## src/sv/hks_pkg.sv

```systemverilog
package hks_pkg;

  // Default geometry of the set
  localparam int unsigned BUCKETS_DEF   = 32;
  localparam int unsigned WAYS_DEF      = 4;
  localparam int unsigned KEY_WIDTH_DEF = 64;

  // djb2 hash constants
  localparam logic [63:0] HASH_SEED  = 64'd5381;
  localparam int unsigned HASH_SHIFT = 5;

  // Command codes
  typedef enum logic [1:0] {
    CMD_ADD    = 2'd0,
    CMD_LOOKUP = 2'd1,
    CMD_REMOVE = 2'd2
  } cmd_e;

endpackage

```

## src/sv/hks_hash.sv

```systemverilog
module hks_hash #(
  parameter int unsigned BUCKETS = hks_pkg::BUCKETS_DEF
) (
  input  logic                       clk_i,
  input  logic                       rst_ni,
  input  logic                       start_i,
  input  logic [63:0]                key_i,
  output logic                       done_o,
  output logic [$clog2(BUCKETS)-1:0] bucket_o
);

  localparam int unsigned BW = $clog2(BUCKETS);
  localparam int unsigned TW = BW + 4;
  localparam bit IS_POW2 = ((BUCKETS & (BUCKETS - 1)) == 0);
  localparam logic [TW-1:0] MOD_B = TW'(BUCKETS);
  localparam logic [3:0] BYTE_LAST = 4'd7;
  localparam logic [3:0] NIB_LAST  = 4'd15;

  typedef enum logic [1:0] {
    H_IDLE,
    H_BYTE,
    H_MOD
  } hstate_e;

  hstate_e        state_q;
  logic [3:0]     cnt_q;
  logic [63:0]    h_q;
  logic [63:0]    key_sh_q;
  logic [BW-1:0]  r_q;
  logic [BW-1:0]  bucket_q;
  logic           done_q;

  logic [63:0]    byte_ext;
  logic [63:0]    h_d;
  logic [TW-1:0]  t;
  logic [BW-1:0]  r_d;

  // One djb2 step on the low byte, sign-extended
  always_comb begin
    byte_ext = {{56{key_sh_q[7]}}, key_sh_q[7:0]};
    h_d      = (h_q << hks_pkg::HASH_SHIFT) + h_q + byte_ext;
  end

  // Fold the next nibble into the residue: subtract 8B, 4B, 2B, B where they fit
  always_comb begin
    t = {r_q, h_q[63:60]};
    for (int j = 3; j >= 0; j--) begin
      if (t >= (MOD_B << j)) begin
        t = t - (MOD_B << j);
      end
    end
    r_d = t[BW-1:0];
  end

  // Sequence: eight hash steps, then, when BUCKETS is not a power of two, sixteen nibbles of reduction
  always_ff @(posedge clk_i or negedge rst_ni) begin
    if (!rst_ni) begin
      state_q  <= H_IDLE;
      cnt_q    <= '0;
      h_q      <= '0;
      key_sh_q <= '0;
      r_q      <= '0;
      bucket_q <= '0;
      done_q   <= 1'b0;
    end else begin
      case (state_q)
        H_IDLE: begin
          done_q <= 1'b0;
          if (start_i) begin
            h_q      <= hks_pkg::HASH_SEED;
            key_sh_q <= key_i;
            cnt_q    <= '0;
            state_q  <= H_BYTE;
          end
        end
        H_BYTE: begin
          h_q      <= h_d;
          key_sh_q <= key_sh_q >> 8;
          if (cnt_q == BYTE_LAST) begin
            cnt_q <= '0;
            if (IS_POW2) begin
              bucket_q <= h_d[BW-1:0];
              done_q   <= 1'b1;
              state_q  <= H_IDLE;
            end else begin
              r_q     <= '0;
              state_q <= H_MOD;
            end
          end else begin
            cnt_q <= cnt_q + 4'd1;
          end
        end
        H_MOD: begin
          h_q   <= h_q << 4;
          r_q   <= r_d;
          cnt_q <= cnt_q + 4'd1;
          if (cnt_q == NIB_LAST) begin
            bucket_q <= r_d;
            done_q   <= 1'b1;
            state_q  <= H_IDLE;
          end
        end
        default: begin
          state_q <= H_IDLE;
        end
      endcase
    end
  end

  assign done_o   = done_q;
  assign bucket_o = bucket_q;

endmodule

```

## config.mk

```make
export PLATFORM = sky130hd
export DESIGN_NAME = hks_hash
export DESIGN_NICKNAME = d
export VERILOG_FILES = /design/src/sv/hks_pkg.sv /design/src/sv/hks_hash.sv
export SDC_FILE = /design/constraint.sdc
export NUM_CORES = 1
export LEC_CHECK = 0
export ABC_AREA = 0
export ABC_CLOCK_PERIOD_IN_PS = 1780
export BUFFER_PORTS_ARGS = -buffer_cell sky130_fd_sc_hd__buf_4
export CAP_MARGIN = 20
export CORE_ASPECT_RATIO = 0.8
export CORE_MARGIN = 1.5
export CORE_UTILIZATION = 45
export CTS_BUF_LIST = sky130_fd_sc_hd__clkbuf_8
export DETAILED_ROUTE_END_ITERATION = 8
export GPL_ROUTABILITY_DRIVEN = 0
export PLACE_DENSITY_LB_ADDON = 0.3
export SLEW_MARGIN = 20
export SYNTH_ARGS = -nofsm -noshare
export SYNTH_HDL_FRONTEND = slang
export SYNTH_SLANG_ARGS = --single-unit
```

## constraint.sdc

```tcl
create_clock -name clk_i -period 1.78 [get_ports clk_i]
set_input_delay 0.178 -clock clk_i [delete_from_list [all_inputs] [get_ports clk_i]]
set_output_delay 0.178 -clock clk_i [all_outputs]
set_load 0.05 [all_outputs]
```

### Yosys cells after proc, flatten, opt, wreduce, memory -nomap -nowiden

Index checks and enable logic that the tools add are counted.

| word-level totals | value |
|---|---|
| flip-flop bits (word level) | 145 |
| bits in latches | 0 |
| bits in writable memories | 0 |
| memory bits (read-only) | 0 |
| input port bits | 67 |
| memories kept | 0 |

| operators by class | value |
|---|---|
| $add $sub $neg | 7 |
| multiply operators | 0 |
| divide/modulo/power cells | 0 |
| order comparisons | 4 |
| equality and inequality tests | 7 |
| shifts and indexed selects | 0 |
| mux-type cells | 21 |
| bitwise gates (word level) | 0 |
| reductions and logical operators | 9 |

Operators by type and width:

| kind | number |
|---|---|
| $pmux 64 s3 | 1 |
| $add 64x64->64 | 2 |
| $mux 64 | 2 |
| $pmux 64 s2 | 1 |
| $mux 9 | 3 |
| $mux 5 | 3 |
| $pmux 4 s3 | 1 |
| $pmux 5 s2 | 1 |
| $ge 9x6->1 const B | 1 |
| $ge 9x7->1 const B | 1 |
| $ge 9x8->1 const B | 1 |
| $ge 9x9->1 const B | 1 |
| $reduce_and 3->1 | 3 |
| $sub 9x7->9 const B | 1 |
| $sub 9x8->9 const B | 1 |
| $sub 9x9->9 const B | 1 |
| $mux 4 | 2 |
| $mux 2 | 3 |
| $ne 2x2->1 const B | 3 |
| $pmux 2 s3 | 1 |
| $sub 5x1->5 const B | 1 |
| $add 4x1->4 const B | 1 |
| $eq 4x3->1 const B | 1 |
| $eq 4x4->1 const B | 1 |
| other kinds (8) | 11 |

### Depth between registers and ports, before layout

Gate-level depths: netlist of run 1.

| logic depth | value |
|---|---|
| word-level depth | 10 |
| depth in mapped cells | 6 |

### Worst setup path before layout of run 1

Ideal clock, no wire load.

| timing path | value |
|---|---|
| path kind | flip-flop to flip-flop |
| from | register h_q[1] |
| to | register bucket_q[3], in the netlist bucket_o[3] |
| setup time | 125 ps |
| arrival | 1,639 ps |
| setup slack | 16 ps |
| stages on the path, launching flop included | 6 |
| path buffers | 0 |
| clock period less this slack | 1,764 ps |
| path through | dfrtp_1 -> ha_1 -> ha_1 -> fa_1 -> xor2_1 -> mux2_4 |

| on the way | value |
|---|---|
| longest elaborated chain between the ends | 4 |

Ends and longest elaborated chain:

| item | line | text |
|---|---|---|
| from (decl) | hks_hash.sv:27 | `logic [63:0] h_q;` |
| from (signal assigned) | hks_hash.sv:70 | `h_q <= hks_pkg::HASH_SEED;` |
| from (signal assigned) | hks_hash.sv:94 | `h_q <= h_q << 4;` |
| $add 64x64->64 (2 in series) | hks_hash.sv:41 | `h_d = (h_q << hks_pkg::HASH_SHIFT) + h_q + byte_ext;` |
| $mux 5 | hks_hash.sv:79 | `if (cnt_q == BYTE_LAST) begin` |
| $pmux 5 s2 | hks_hash.sv:66 | `case (state_q)` |
| to (signal assigned) | hks_hash.sv:82 | `bucket_q <= h_d[BW-1:0];` |
| to (signal assigned) | hks_hash.sv:98 | `bucket_q <= r_d;` |
| to (decl) | hks_hash.sv:30 | `logic [BW-1:0] bucket_q;` |

No other way between the ends. The select of a mux whose other input is x is not followed.
A chain may end at the register's enable or synchronous reset.

### Final worst setup path of run 1

| timing path | value |
|---|---|
| from | register key_sh_q[1] |
| to | register bucket_q[3], in the netlist bucket_o[3] |

| on the way | value |
|---|---|
| longest elaborated chain between the ends | 3 |

Ends and longest elaborated chain:

| item | line | text |
|---|---|---|
| from (decl) | hks_hash.sv:28 | `logic [63:0] key_sh_q;` |
| from (signal assigned) | hks_hash.sv:71 | `key_sh_q <= key_i;` |
| from (signal assigned) | hks_hash.sv:78 | `key_sh_q <= key_sh_q >> 8;` |
| $add 64x64->64 | hks_hash.sv:41 |  |
| $mux 5 | hks_hash.sv:79 |  |
| $pmux 5 s2 | hks_hash.sv:66 |  |

No other way between the ends. The select of a mux whose other input is x is not followed.

==> results of run 1 <==
-- path summary, 6_finish.rpt --
path	from	to	slack, ns	cells after the start
max	key_sh_q[1]	bucket_o[3]	0.05	5
min	key_i[57]	key_sh_q[57]	0.13	3
max reg2reg	key_sh_q[1]	bucket_o[3]	0.05	5
min reg2reg	key_sh_q[8]	key_sh_q[0]	0.50	2
max in group asynchronous	rst_ni	state_q[0]	0.82	2
min in group asynchronous	rst_ni	h_q[2]	0.47	2
-- state kept, by name, indices dropped and copies added, names as in the netlist --
name	count
key_sh_q	40
bucket_o	5
h_q	5
cnt_q	4
done_o	1
state_q	1
-- power breakdown --
part	internal (mW)	total (mW)	leakage [nW]	switching (mW)
logic	0.966	2.08	0.826	1.12
clock network	0.404	0.776	0.0501	0.372
registers	1.77	2.11	0.732	0.337
total	3.14	4.96	1.61	1.82
-- metrics by stage --
stage,std cells,TNS [ns],utilization (%)
final,363,0,57.64
after global routing,363,-0.02870,57.64
after CTS,363,0,57.34
after detailed placement,355,-0.04858,55.16
after global placement,355,-0.01255,55.16
after floorplan,238,0,-
-- worst reg2reg max path, stage by stage, from the launching register on --
cell and delay [ns]:
dfrtp_1 0.39, ha_1 0.30, ha_2 0.19, fa_2 0.33
xor2_1 0.16, mux2_4 0.26
-- synthesized netlist by cell type (all sizes together) --
master	n
a22o	3
dfrtp	56
and3b	1
mux2	5
xnor2	2
a21o	1
clkbuf	1
nand2	44
nand3	1
nand2b	3
nor2	10
xor2	3
mux2i	41
a21oi	2
ha	8
buf	14
or2b	1
o21ai	41
fa	1
-- cell families after synthesis --
kind of cell,Yosys count
AND/OR/NAND/NOR,60
buffers and inverters,15
adder cells (fa/ha/maj),9
flip-flops,56
AO/OA/AOI/OAI,47
XOR/XNOR,5
multiplexers,46
-- routing by layer --
metal	vias up	GRT usage [%]	routed length (µm)
li1	913	-	-
met1	844	23.51	2387
met2	35	25.11	2122
met3	2	5.300	283
met4	0	4.167	21
met5	-	0	0
-- area by class of cell --
| cell class | count | area [µm²] | area share (%) |
|---|---|---|---|
| sequential | 56 | 1403 | 43.81 |
| multi-input combinational | 167 | 1167 | 36.46 |
| timing repair buffer | 56 | 435.4 | 13.60 |
| tap | 78 | 97.59 | 3.048 |
| clock buffer | 5 | 68.82 | 2.149 |
| clock inverter | 1 | 30.03 | 0.9379 |
-- what timing repair did --
action	4_1_cts	5_1_grt
endpoints found under the setup margin	2	3
gates resized for setup	2	2
pin swaps	0	2
hold buffers	1	0
hold endpoints to repair	56	0
buffers inserted	1	0
==> results.md, run 1 <==
- Status: completed
- Yosys warning count: 0
- Routed vias: about 1800
- Most area-hungry cell type in the Yosys netlist: dfrtp_1
- Final #Nets: 362
- Leakage: 1.609 nW
- Simple-gate portion of the synthesized area: 9.531%
- Slowest CP cell: dfrtp_1
- Actual slew at the worst max-slew pin: 0.6983 ns
- Root Driver: clkbuf_8
- Max FO, Critical Path: 2
- Fin. Hold Viols: 0
- Number of global-route vias before repair: 1795
- Post-synthesis adder-cell area fraction: 4.552%
- CP Data Arrival Time: 1.92 ns
- Clk buf depth: 2
- Tightest Hold Check Type: in -> reg
- Crit-path cells: ha_1 -> ha_2 -> fa_2 -> xor2_1 -> mux2_4
- GRT Total Usage: 16.65%
- P per Cell Area: 1550 nW/µm²
- Final WL: 4.813 mm
- Port buffer count: 48
- Worst Setup End Kind: flip-flop
- Synth Area in Compound Gates: a little under a tenth
- Tot Pwr: 4.963 mW
- Most frequent cells in the layout: 55 x dfrtp_1, 54 x buf_4, 43 x nand2_1
- Antenna diodes: 0
- Synthesis-stage register bit count: 56
- Synth Cell Area: 2639 µm²
- Hold_ws: 0.1268 ns
- Num rows: 24
- Starting Density: around 48%
- Placement Cell Area: approximately 3100 µm²
- Period minus WS final: 1.732 ns
- Slack of the critical path: 0.04817 ns
- Slew Viols, Final: 0
- Multiplexer share of the synthesized area: between 10% and 20%
- Layout cells sized above 1: 25.61%
- Remaining antenna violation count after routing: 0
- TritonCTS buffer count: 5
- GR Overflow Total: 0
- RSZ-0062 raised after global routing: true
- Post-Syn Instances: 238
- Critical Path Max Stage Delay: 0.39 ns
- Final setup viols: 0
- Final setup skew: roughly 0.0068 ns
- First-pass GRT wire length: roughly 8.1 mm
- Synth Net Count: 314
- Die Span Y: 71.49 µm
- Drt drc: 0
- TritonCTS clock tree: built
- Fill cells: ~480
- DIE AREA: 6335 µm²
- P&R area growth vs syn: 21.34%
- # IOs: 73
- Sink Count: 56
- Largest family of logic cells by synthesized area: multiplexers
- Drt pass-1 iters: 4
- Finished Cell Area: around 3200 µm²
- Pre-CTS setup slack: -0.04858 ns
- Max IR drop VDD: 590.3 µV
- Post-synthesis sequential area ratio: between 50% and 60%
- Clk_lat worst skew: 0.30 ns
- Max Fclk: 577.4 MHz
- Final cycle utilization of the critical path: 97.29%
- Most common cell after layout, fill and taps aside: dfrtp_1
- Pin count of the biggest net entering global routing: 57
- XOR/XNOR Fraction of Synth Area: 1.660%
- Post-Syn Area per Cell: 11.09 µm²
- Critical path class: reg -> reg
- Library cells used by synthesis: 24
- Rel. slew slack: 53.44%
- Worst EP required: 1.97 ns
- H-tree levels: 2
- Core region area: 5555 µm²
- Initial antenna violation count: 0
- CP delay by family, top: adder cells
- Top cells by area, synth: dfrtp_1 53%, mux2i_1 16%, nand2_1 6.1%
- Startpoint Class: flip-flop
- First DRT Iteration DRCs: 58
- Max-Cap Viols: 0
- Avg WL per Cell: 13.26 µm
- Horiz. Die Dim: 88.62 µm
- Crit path buf inv count: 0
- Area fraction of the dominant cell type after synthesis: 53.11%
- Vias per Instance: 4.942
- DP Wirelength: 3.463 mm
- Reg clk slew, reported paths: 0.09 ns
Power figures use the tool's default switching activity.
==> inputs of run 2 (changes only) <==
SETUP_SLACK_MARGIN = 0.1   (was not set)
==> results.md, run 2 (synthesis gave the netlist of run 1 again) <==
- Status: completed
- Root Driver: clkbuf_8
- H-tree levels: 2
- Fin. Hold Viols: 0
- Critical path class: reg -> reg
- GR Overflow Total: 0
- Max FO, Critical Path: 2
- Switch Pwr: 1.865 mW
- Slew Viols, Final: 0
- Antenna diodes: 0
- Slowest CP cell: dfrtp_1
- Final cycle utilization of the critical path: 99.21%
- RSZ-0062 raised after global routing: true
- P&R area growth vs syn: 20.86%
- Port buffer count: 48
- Sink Count: between 50 and 60
- Clk buf depth: 2
- Avg WL per Cell: 13.15 µm
- Clk_lat worst skew: roughly 0.32 ns
- Initial antenna violation count: 0
- Crit path launch: key_sh_q[1]
- Num rows: 24
- Tightest Hold Check Type: in -> reg
- Worst EP required: 1.99 ns
- Number of global-route vias before repair: ~1700
- Final WL: 4.801 mm
- Final setup viols: 0
- DIE AREA: between 6000 and 7000 µm²
- TritonCTS clock tree: built
- P per Cell Area: 1525 nW/µm²
- Pin count of the biggest net entering global routing: 57
- R2R setup slack: 0.01 ns
- CP Depth: 5
- Number of cells on the worst hold path: 3
- Drt pass-1 iters: 4
- Worst r2r path cells: 5
- Startpoint Class: flip-flop
- Final setup skew: 0.01411 ns
- Leakage: 1.602 nW
- Most frequent cells in the layout: 55 x dfrtp_1, 54 x buf_4, 43 x nand2_1
- Pre-CTS setup slack: 0.04011 ns
- Actual slew at the worst max-slew pin: 0.6790 ns
- Finished Cell Area: approximately 3200 µm²
- Core region area: 5555 µm²
- Final #Nets: about 360
- # IOs: 73
- Max reg flops: 40
- Worst Setup End Kind: flip-flop
- DP Wirelength: 3.307 mm
- Starting Density: roughly 48%
- Clk network pwr share: between 10 and 15%
- Most flop-heavy register: key_sh_q
- Most common cell after layout, fill and taps aside: dfrtp_1
- Seq pwr share: 42.6%
- Setup TNS: 0 ns
- Remaining antenna violation count after routing: 0
- Reg clk slew, reported paths: around 0.10 ns
- Max IR drop VDD: roughly 460 µV
- Tot Pwr: 4.864 mW
- Vias per Instance: 4.871
- Critical Path Max Stage Delay: roughly 0.40 ns
- Max Fclk: 566.3 MHz
- Routed vias: 1778
- CP Data Arrival Time: 1.98 ns
- Part of the power in combinational logic: 42.9%
- Drt drc: 0
- First DRT Iteration DRCs: 95
- Horiz. Die Dim: 88.62 µm
- First-pass GRT wire length: 8.045 mm
- Sw frac: 38.36%
- Slack of the critical path: around 0.014 ns
- Period minus WS final: 1.766 ns
- Crit-path cells: ha_1 -> ha_2 -> fa_2 -> xor2_1 -> mux2_4
- Crit path buf inv count: 0
- Max-Cap Viols: 0
- Min-delay src: key_i[57]
- Hold Crit Endpoint: key_sh_q[57]
- Layout cells sized above 1: 25.78%
- TritonCTS buffer count: 5
- CP delay by family, top: adder cells
- Rel. slew slack: between 50 and 60%
- GRT Total Usage: 16.54%
- Internal Power: 2.998 mW
- Die Span Y: slightly above 70 µm
- Worst R2R End: bucket_o[3]
- Worst R2R Start: key_sh_q[1]
- Placement Cell Area: 3062 µm²
## run 2: cell count changes in the layout (fill, tap and decap cells not counted), sizes merged
| cell | delta |
|---|---|
| bufinv | -1 |
| clkinv | +1 |
| clkinvlp | +1 |
| inv | +1 |
## run 2: worst max-delay path by stage
stage / end / slack, ns
3_3_place_gp: h_q[4] / 0.04
6_report: bucket_o[3] / 0.01
3_5_place_dp: bucket_o[3] / 0.04
2_1_floorplan: bucket_o[3] / 0.1
4_1_cts: bucket_o[3] / 0.008
5_1_grt: bucket_o[3] / -0.04
## run 2: cell type report
cell class / count / area (µm²)
Fill cell: 495 / 2366
Sequential cell: 56 / 1403
Multi-Input combinational cell: 167 / 1164
Timing Repair Buffer: 56 / 435.4
Tap cell: 78 / 97.59
Clock buffer: 5 / 68.82
Clock inverter: 3 / 21.27
## run 2: metrics by stage
stage / hold slack, ns / std cells / utilization [%]
final: 0.1070 / 365 / 57.41
after global routing: 0.1226 / 365 / 57.41
after CTS: 0.09668 / 364 / 57.27
after detailed placement: 0.2676 / 354 / 55.11
after global placement: 0.2752 / 354 / 55.11
after floorplan: -0.1176 / 238 / -
## run 2: layer usage
layer / vias up / wire (µm) / track usage (%)
li1: 915 / - / -
met1: 823 / 2336 / 24.11
met2: 35 / 2178 / 24.17
met3: 5 / 231 / 4.147
met4: 0 / 54 / 5.729
met5: - / 0 / 0
## run 2: power by group through the flow
stage,logic [mW],registers (mW),clock network (mW)
after floorplan,1.38,2.23,0
after global placement,1.99,2.07,0
after detailed placement,2.05,2.09,0
after CTS,2.10,2.08,0.731
after global routing,2.37,2.14,0.764
final,2.08,2.07,0.707
## run 2: repair_timing
action,in CTS,in global routing
hold endpoints to repair,56,0
endpoints found under the setup margin,4,6
buffers inserted,1,1
gates resized for setup,1,1
hold buffers,1,0
## run 2: worst register-to-register path, stage by stage, from the launching register on
cell,delay (ns)
dfrtp_1,0.40
ha_1,0.30
ha_2,0.19
fa_2,0.34
xor2_1,0.17
mux2_4,0.27
